<file path="config.mk">
export PLATFORM = sky130hd
export DESIGN_NAME = hsbr_in_stage
export DESIGN_NICKNAME = d
export VERILOG_FILES = /design/src/hdl/half_space_block_rasterizer_top_assert.svh /design/src/hdl/hsbr_pkg.sv /design/src/hdl/hsbr_in_stage.sv
export SDC_FILE = /design/constraint.sdc
export NUM_CORES = 1
export LEC_CHECK = 0
export BUFFER_PORTS_ARGS = -buffer_cell sky130_fd_sc_hd__buf_2
export CAP_MARGIN = 15
export CORE_MARGIN = 1
export CORE_UTILIZATION = 45
export CTS_CLUSTER_SIZE = 8
export DETAILED_ROUTE_END_ITERATION = 8
export PLACE_DENSITY = 0.7
export SYNTH_ARGS = -nofsm -noshare
export SYNTH_HDL_FRONTEND = slang
export SYNTH_SLANG_ARGS = --single-unit
</file>
<file path="constraint.sdc">
create_clock -name aclk -period 14.3 [get_ports aclk]
set_clock_uncertainty 0.2 [all_clocks]
set_input_delay 2.145 -clock aclk [delete_from_list [all_inputs] [get_ports aclk]]
set_output_delay 2.145 -clock aclk [all_outputs]
set_load 0.005 [all_outputs]
</file>
<file path="src/hdl/half_space_block_rasterizer_top_assert.svh">
// Assertion macros shared by the rasterizer RTL.
// Each macro expects signals named aclk and aresetn in the including module.
`ifndef HALF_SPACE_BLOCK_RASTERIZER_TOP_ASSERT_SVH
`define HALF_SPACE_BLOCK_RASTERIZER_TOP_ASSERT_SVH

// Consequent must hold in the same cycle as the antecedent.
`define HSBR_ASSERT_NOW(label, ante, cons, msg) \
    label: assert property (@(posedge aclk) disable iff (!aresetn) (ante) |-> (cons)) \
        else $error(msg);

// Consequent must hold in the cycle after the antecedent.
`define HSBR_ASSERT_NEXT(label, ante, cons, msg) \
    label: assert property (@(posedge aclk) disable iff (!aresetn) (ante) |=> (cons)) \
        else $error(msg);

`endif

</file>
<file path="src/hdl/hsbr_pkg.sv">
// Shared types and constants of the half-space block rasterizer.
// No dependencies; every RTL module imports this package.
package hsbr_pkg;

    // Default block edge in pixels.
    localparam int BLOCK_SIZE_DEF = 8;

    // Field widths.
    localparam int COORD_W = 16;   // 12.4 vertex coordinate
    localparam int POS_W   = 13;   // pixel position
    localparam int DELTA_W = 17;   // vertex difference
    localparam int EDGE_W  = 40;   // edge function value
    localparam int MASK_W  = 64;   // coverage mask
    localparam int S_TDATA_W = 96;
    localparam int M_TDATA_W = 96;

    // Command codes.
    localparam logic CMD_LOAD = 1'b0;
    localparam logic CMD_STEP = 1'b1;

    // One command as held in the input register, with the box terms
    // that are prepared on the way in.
    typedef struct packed {
        logic                      cmd;
        logic signed [COORD_W-1:0] ax;
        logic signed [COORD_W-1:0] ay;
        logic signed [COORD_W-1:0] bx;
        logic signed [COORD_W-1:0] by_coord;
        logic signed [COORD_W-1:0] cx;
        logic signed [COORD_W-1:0] cy;
        logic [POS_W-1:0]          qmin_x;   // offset box corner over block size
        logic [POS_W-1:0]          qmin_y;
        logic signed [POS_W-1:0]   max_col;  // exclusive upper bounds
        logic signed [POS_W-1:0]   max_row;
    } in_item_t;

    // One edge: its value at the current block origin and its deltas.
    typedef struct packed {
        logic signed [EDGE_W-1:0]  org;
        logic signed [DELTA_W-1:0] dx;
        logic signed [DELTA_W-1:0] dy;
    } half_plane_t;

    // One result word.
    typedef struct packed {
        logic                    block_valid;
        logic signed [POS_W-1:0] block_col;
        logic signed [POS_W-1:0] block_row;
        logic [MASK_W-1:0]       coverage;
        logic                    full_block;
        logic                    last_block;
    } result_t;

endpackage

</file>
<file path="src/hdl/hsbr_in_stage.sv">
// Input register of the rasterizer, with bounding-box preparation.
// Depends on hsbr_pkg.
module hsbr_in_stage #(
    parameter int BLOCK_SIZE = hsbr_pkg::BLOCK_SIZE_DEF
) (
    input  logic                             aclk,
    input  logic                             aresetn,
    input  logic                             s_tvalid,
    output logic                             s_tready,
    input  logic [hsbr_pkg::S_TDATA_W-1:0]   s_tdata,   // ax, ay, bx, by_coord, cx, cy
    input  logic                             s_tuser,   // command
    input  logic                             advance,
    output logic                             item_valid,
    output hsbr_pkg::in_item_t               item
);
    import hsbr_pkg::*;

    // Box corner offset that keeps the division operand non-negative.
    localparam int BoxOffset = BLOCK_SIZE * ((2048 + BLOCK_SIZE - 1) / BLOCK_SIZE);
    localparam int U_W       = POS_W + 1;
    localparam int RECIP_SH  = 20;
    localparam int Recip     = (1 << RECIP_SH) / BLOCK_SIZE + 1;
    localparam int PROD_W    = U_W + RECIP_SH;

    logic signed [COORD_W-1:0] vx [3];
    logic signed [COORD_W-1:0] vy [3];
    logic signed [COORD_W-1:0] min_x, min_y, max_x, max_y;
    logic signed [COORD_W:0]   rnd_min_x, rnd_min_y, rnd_max_x, rnd_max_y;
    logic signed [POS_W-1:0]   ceil_min_x, ceil_min_y;
    logic [U_W-1:0]            u_x, u_y;
    logic [PROD_W-1:0]         prod_x, prod_y;
    logic                      in_valid_reg;
    in_item_t                  item_reg;
    in_item_t                  item_next;

    // Unpack the vertices, first field in the lowest bits.
    assign vx[0] = s_tdata[0*COORD_W +: COORD_W];
    assign vy[0] = s_tdata[1*COORD_W +: COORD_W];
    assign vx[1] = s_tdata[2*COORD_W +: COORD_W];
    assign vy[1] = s_tdata[3*COORD_W +: COORD_W];
    assign vx[2] = s_tdata[4*COORD_W +: COORD_W];
    assign vy[2] = s_tdata[5*COORD_W +: COORD_W];

    // Extremes of the three vertices.
    always_comb begin
        min_x = (vx[0] < vx[1]) ? vx[0] : vx[1];
        min_x = (min_x < vx[2]) ? min_x : vx[2];
        min_y = (vy[0] < vy[1]) ? vy[0] : vy[1];
        min_y = (min_y < vy[2]) ? min_y : vy[2];
        max_x = (vx[0] > vx[1]) ? vx[0] : vx[1];
        max_x = (max_x > vx[2]) ? max_x : vx[2];
        max_y = (vy[0] > vy[1]) ? vy[0] : vy[1];
        max_y = (max_y > vy[2]) ? max_y : vy[2];
    end

    // Round up to whole pixels: ceil(v / 16) is (v + 15) shifted right by four.
    assign rnd_min_x  = (COORD_W+1)'(min_x) + 17'sd15;
    assign rnd_min_y  = (COORD_W+1)'(min_y) + 17'sd15;
    assign rnd_max_x  = (COORD_W+1)'(max_x) + 17'sd15;
    assign rnd_max_y  = (COORD_W+1)'(max_y) + 17'sd15;
    assign ceil_min_x = rnd_min_x[COORD_W:4];
    assign ceil_min_y = rnd_min_y[COORD_W:4];

    // Divide the offset corner by the block size through a reciprocal multiply.
    // The reciprocal is rounded up; the error stays below one block step.
    assign u_x    = U_W'(ceil_min_x) + U_W'(BoxOffset);
    assign u_y    = U_W'(ceil_min_y) + U_W'(BoxOffset);
    assign prod_x = PROD_W'(u_x) * PROD_W'(Recip);
    assign prod_y = PROD_W'(u_y) * PROD_W'(Recip);

    always_comb begin
        item_next          = item_reg;
        item_next.cmd      = s_tuser;
        item_next.ax       = vx[0];
        item_next.ay       = vy[0];
        item_next.bx       = vx[1];
        item_next.by_coord = vy[1];
        item_next.cx       = vx[2];
        item_next.cy       = vy[2];
        item_next.qmin_x   = prod_x[RECIP_SH +: POS_W];
        item_next.qmin_y   = prod_y[RECIP_SH +: POS_W];
        item_next.max_col  = rnd_max_x[COORD_W:4];
        item_next.max_row  = rnd_max_y[COORD_W:4];
    end

    // The register takes a new word whenever it is empty or being emptied.
    assign s_tready = !in_valid_reg || advance;

    always_ff @(posedge aclk) begin
        if (!aresetn) begin
            in_valid_reg <= 1'b0;
        end else if (s_tready) begin
            in_valid_reg <= s_tvalid;
        end
    end

    always_ff @(posedge aclk) begin
        if (s_tvalid && s_tready) begin
            item_reg <= item_next;
        end
    end

    assign item_valid = in_valid_reg;
    assign item       = item_reg;

endmodule

</file>
==> parameters.txt <==
Parameter                              Value

Setup path
  Number of buffer and inverter stages on the critical path    2
  CP max FO    22
  Stages on the worst setup path    20
  Worst path cell trace    buf_2, inv_1, ha_1, nand4_2, nor2_1, a221oi_2, or3b_4, a31oi_4, mux2_2, ha_1, and4_1, a221oi_1, o21ai_1, a221o_1, mux2i_1, nor2_4, mux2_2, nand4bb_1, nor4_4, xnor2_1
  Signal arrival time at the worst endpoint    8120 ps
  Crit path kind    input pin to flip-flop
  Critical-path top delay cell    sky130_fd_sc_hd__a31oi_4
  Highest cell delay on the worst timing path    760 ps
  Required time reported for the critical path endpoint    14280 ps
  Crit path capture type    flip-flop
  Element type at the critical path start    input pin
  Cell family with most CP delay    simple AND/OR/NAND/NOR gates
  Cell count of the worst reg-to-reg path    3

Pwr
  Static leakage    5.18 nW
  Worst IR Drop VDD    0.0855 mV
  Post-layout power    1.43 mW
  Pwr Density    123 mW/mm^2

Timing
  RSZ-0062 raised after global routing    no
  Worst slew pin tran    964 ps
  Worst hold slack    329 ps
  Max transition margin    35.7%
  Hold violation count in the final report    0
  Timing-limited maximum frequency    123 MHz
  Crit share post-route    56.9%
  Fin crit period    8140 ps
  Setup tns final    0 ps
  Final-report setup violation count    0
  Final Max Tran Viols    0

CTS
  Clock tree from TritonCTS    built
  Clock latency of the later-clocked register in the worst-skew pair    430 ps
  CTS Sinks    146
  Hold-fix buffers at CTS    0
  Total number of H-tree levels    4
  Setup fix buffers added after clock tree synthesis    0
  Clock buffer count from CTS    17
  Root Buffer    sky130_fd_sc_hd__clkbuf_16
  Post-cts sizing count    0
  CTS Buffer Depth    2
  Clock-pin slew reported for the worst setup and hold paths after clock tree synthesis    70 ps

Place
  Instance area after placement    0.0111 mm^2
  IO Port Bufs    247
  Final HPWL from detailed placement    18900 um
  GP Congestion    0.897

Final layout
  Count of antenna diodes in the layout    0
  Fraction of final layout cells sized beyond drive strength 1    28.4%
  Largest register FFs    145
  Area of all placed cells without fillers    0.0117 mm^2
  Post-layout net count    1330
  Fraction of the core area covered by cells at the end of the flow    56.9%
  Area added between synthesis and finish    22.3%

Logic synthesis
  Post-synth design cell area    0.00956 mm^2
  Post-synthesis instance total    883
  Average cell area after synthesis    10.8 um^2
  Share of the synthesized area in the top cell type    45.5%
  Number of distinct library cell variants in the gate-level netlist after synthesis    71
  Synthesized flop and latch total    146
  Synth Warn #    0
  Library cell with the highest instance count after synthesis    sky130_fd_sc_hd__edfxtp_1
  Leading area contributor after synthesis    sky130_fd_sc_hd__edfxtp_1
  Post-synth top flop    sky130_fd_sc_hd__edfxtp_1
  Fraction of the yosys area taken by sequential cells    45.7%
  Share of synthesized flip-flops with an asynchronous set or reset    0%
  Ranking of synthesized cells by area    sky130_fd_sc_hd__edfxtp_1 46%, sky130_fd_sc_hd__ha_1 13%, sky130_fd_sc_hd__xnor2_1 4.9%, sky130_fd_sc_hd__mux2i_1 3.9%, sky130_fd_sc_hd__inv_1 3.3%
  Number of enable flip-flop cells after synthesis    145
  Leading cell types by count after synthesis    145 x sky130_fd_sc_hd__edfxtp_1, 96 x sky130_fd_sc_hd__ha_1, 85 x sky130_fd_sc_hd__inv_1, 70 x sky130_fd_sc_hd__nand2_1, 53 x sky130_fd_sc_hd__xnor2_1

Drt
  Avg WL per Cell    17.1 um
  Detailed-router iteration count before antenna repair    5
  Initial DRC count    422
  Final routed wirelength across all metal layers    24200 um
  Remaining antenna violation count after routing    0
  Routed vias/inst    5.34
  Detailed-route DRC error count    0
  DR vias    7563

Global routing
  Antenna violations before repair    0
  Overflow after GRT    0
  Total global-route track usage    22.5%
  First-pass GRT wire length    37600 um
  Via count of the first global-routing pass    7253
  Largest net degree at the start of global routing    78

Run status
  Outcome    finished clean

Floorplanning
  Placeable core region    0.0206 mm^2
  Y dimension of the die    148 um
  Die ar.    0.0218 mm^2
  Chip Width    148 um
  Count of pins on the block boundary    252
  Starting Density    46.5%
  Core Rows    52

Job
  Max-cap viol count    0

Worst hold path
  Class of the tightest hold or removal check    flip-flop to flip-flop
  Worst Hold Depth    2
## worst reg2reg max path: stages (launching register included)
cell and delay (ps):
sky130_fd_sc_hd__dfxtp_1 310, sky130_fd_sc_hd__nand2b_1 90, sky130_fd_sc_hd__and2_4 710, sky130_fd_sc_hd__buf_4 920
## cells by family after synthesis
family	Yosys count	share of synthesized area [%]
other cells	1	0.0392
mux	65	7.43
flops	146	45.7
simple gates	245	13.3
buf+inv	108	4.68
compound gates	162	10.7
xor+xnor	60	5.57
fa+ha+maj	96	12.6
## final timing paths
path / startpoint / endpoint / slack (ps)
worst max-delay path: s_tdata[63] / item[11] / 6160
worst max register to register: item_valid / item[78] / 11620
worst min register to register: item_valid / item_valid / 330
worst min-delay path: item_valid / item_valid / 330
## layer usage
layer	global-route usage, %	share of wire, %
met5	0	0
met3	5.19	6.6
met4	7.63	2.1
met1	27.2	41
met2	39.4	50
## report_power, final
part | switching [mW] | leakage, nW | internal, mW
logic | 0.241 | 3.47 | 0.170
clock network | 0.191 | 0.298 | 0.294
registers | 0.00859 | 1.41 | 0.527
total | 0.441 | 5.18 | 0.992
## area by class of cell
class                      count  area (um^2)
clock inverter                15          205
inverter                      85          319
multi-input combinational    632         4770
tap                          270          338
fill                        1812         8860
clock buffer                  17          425
sequential                   146         4370
timing repair buffer         251         1270
## metrics by stage
step	std cells	setup WS, ps
after floorplan	886	7200
after global placement	1384	5810
after detailed placement	1384	5690
after CTS	1416	6130
after global routing	1416	5810
final	1416	6160
## cells in the final DEF (no fill, tap or decap), drive strengths merged, types with 24 or more instances in the layout
master	n
inv	90
a21oi	51
o21ai	58
edfxtp	145
nand2	70
nor2	52
mux2	24
xnor2	53
mux2i	41
buf	251
ha	96
Note: power is estimated with default switching activity, not from simulation.
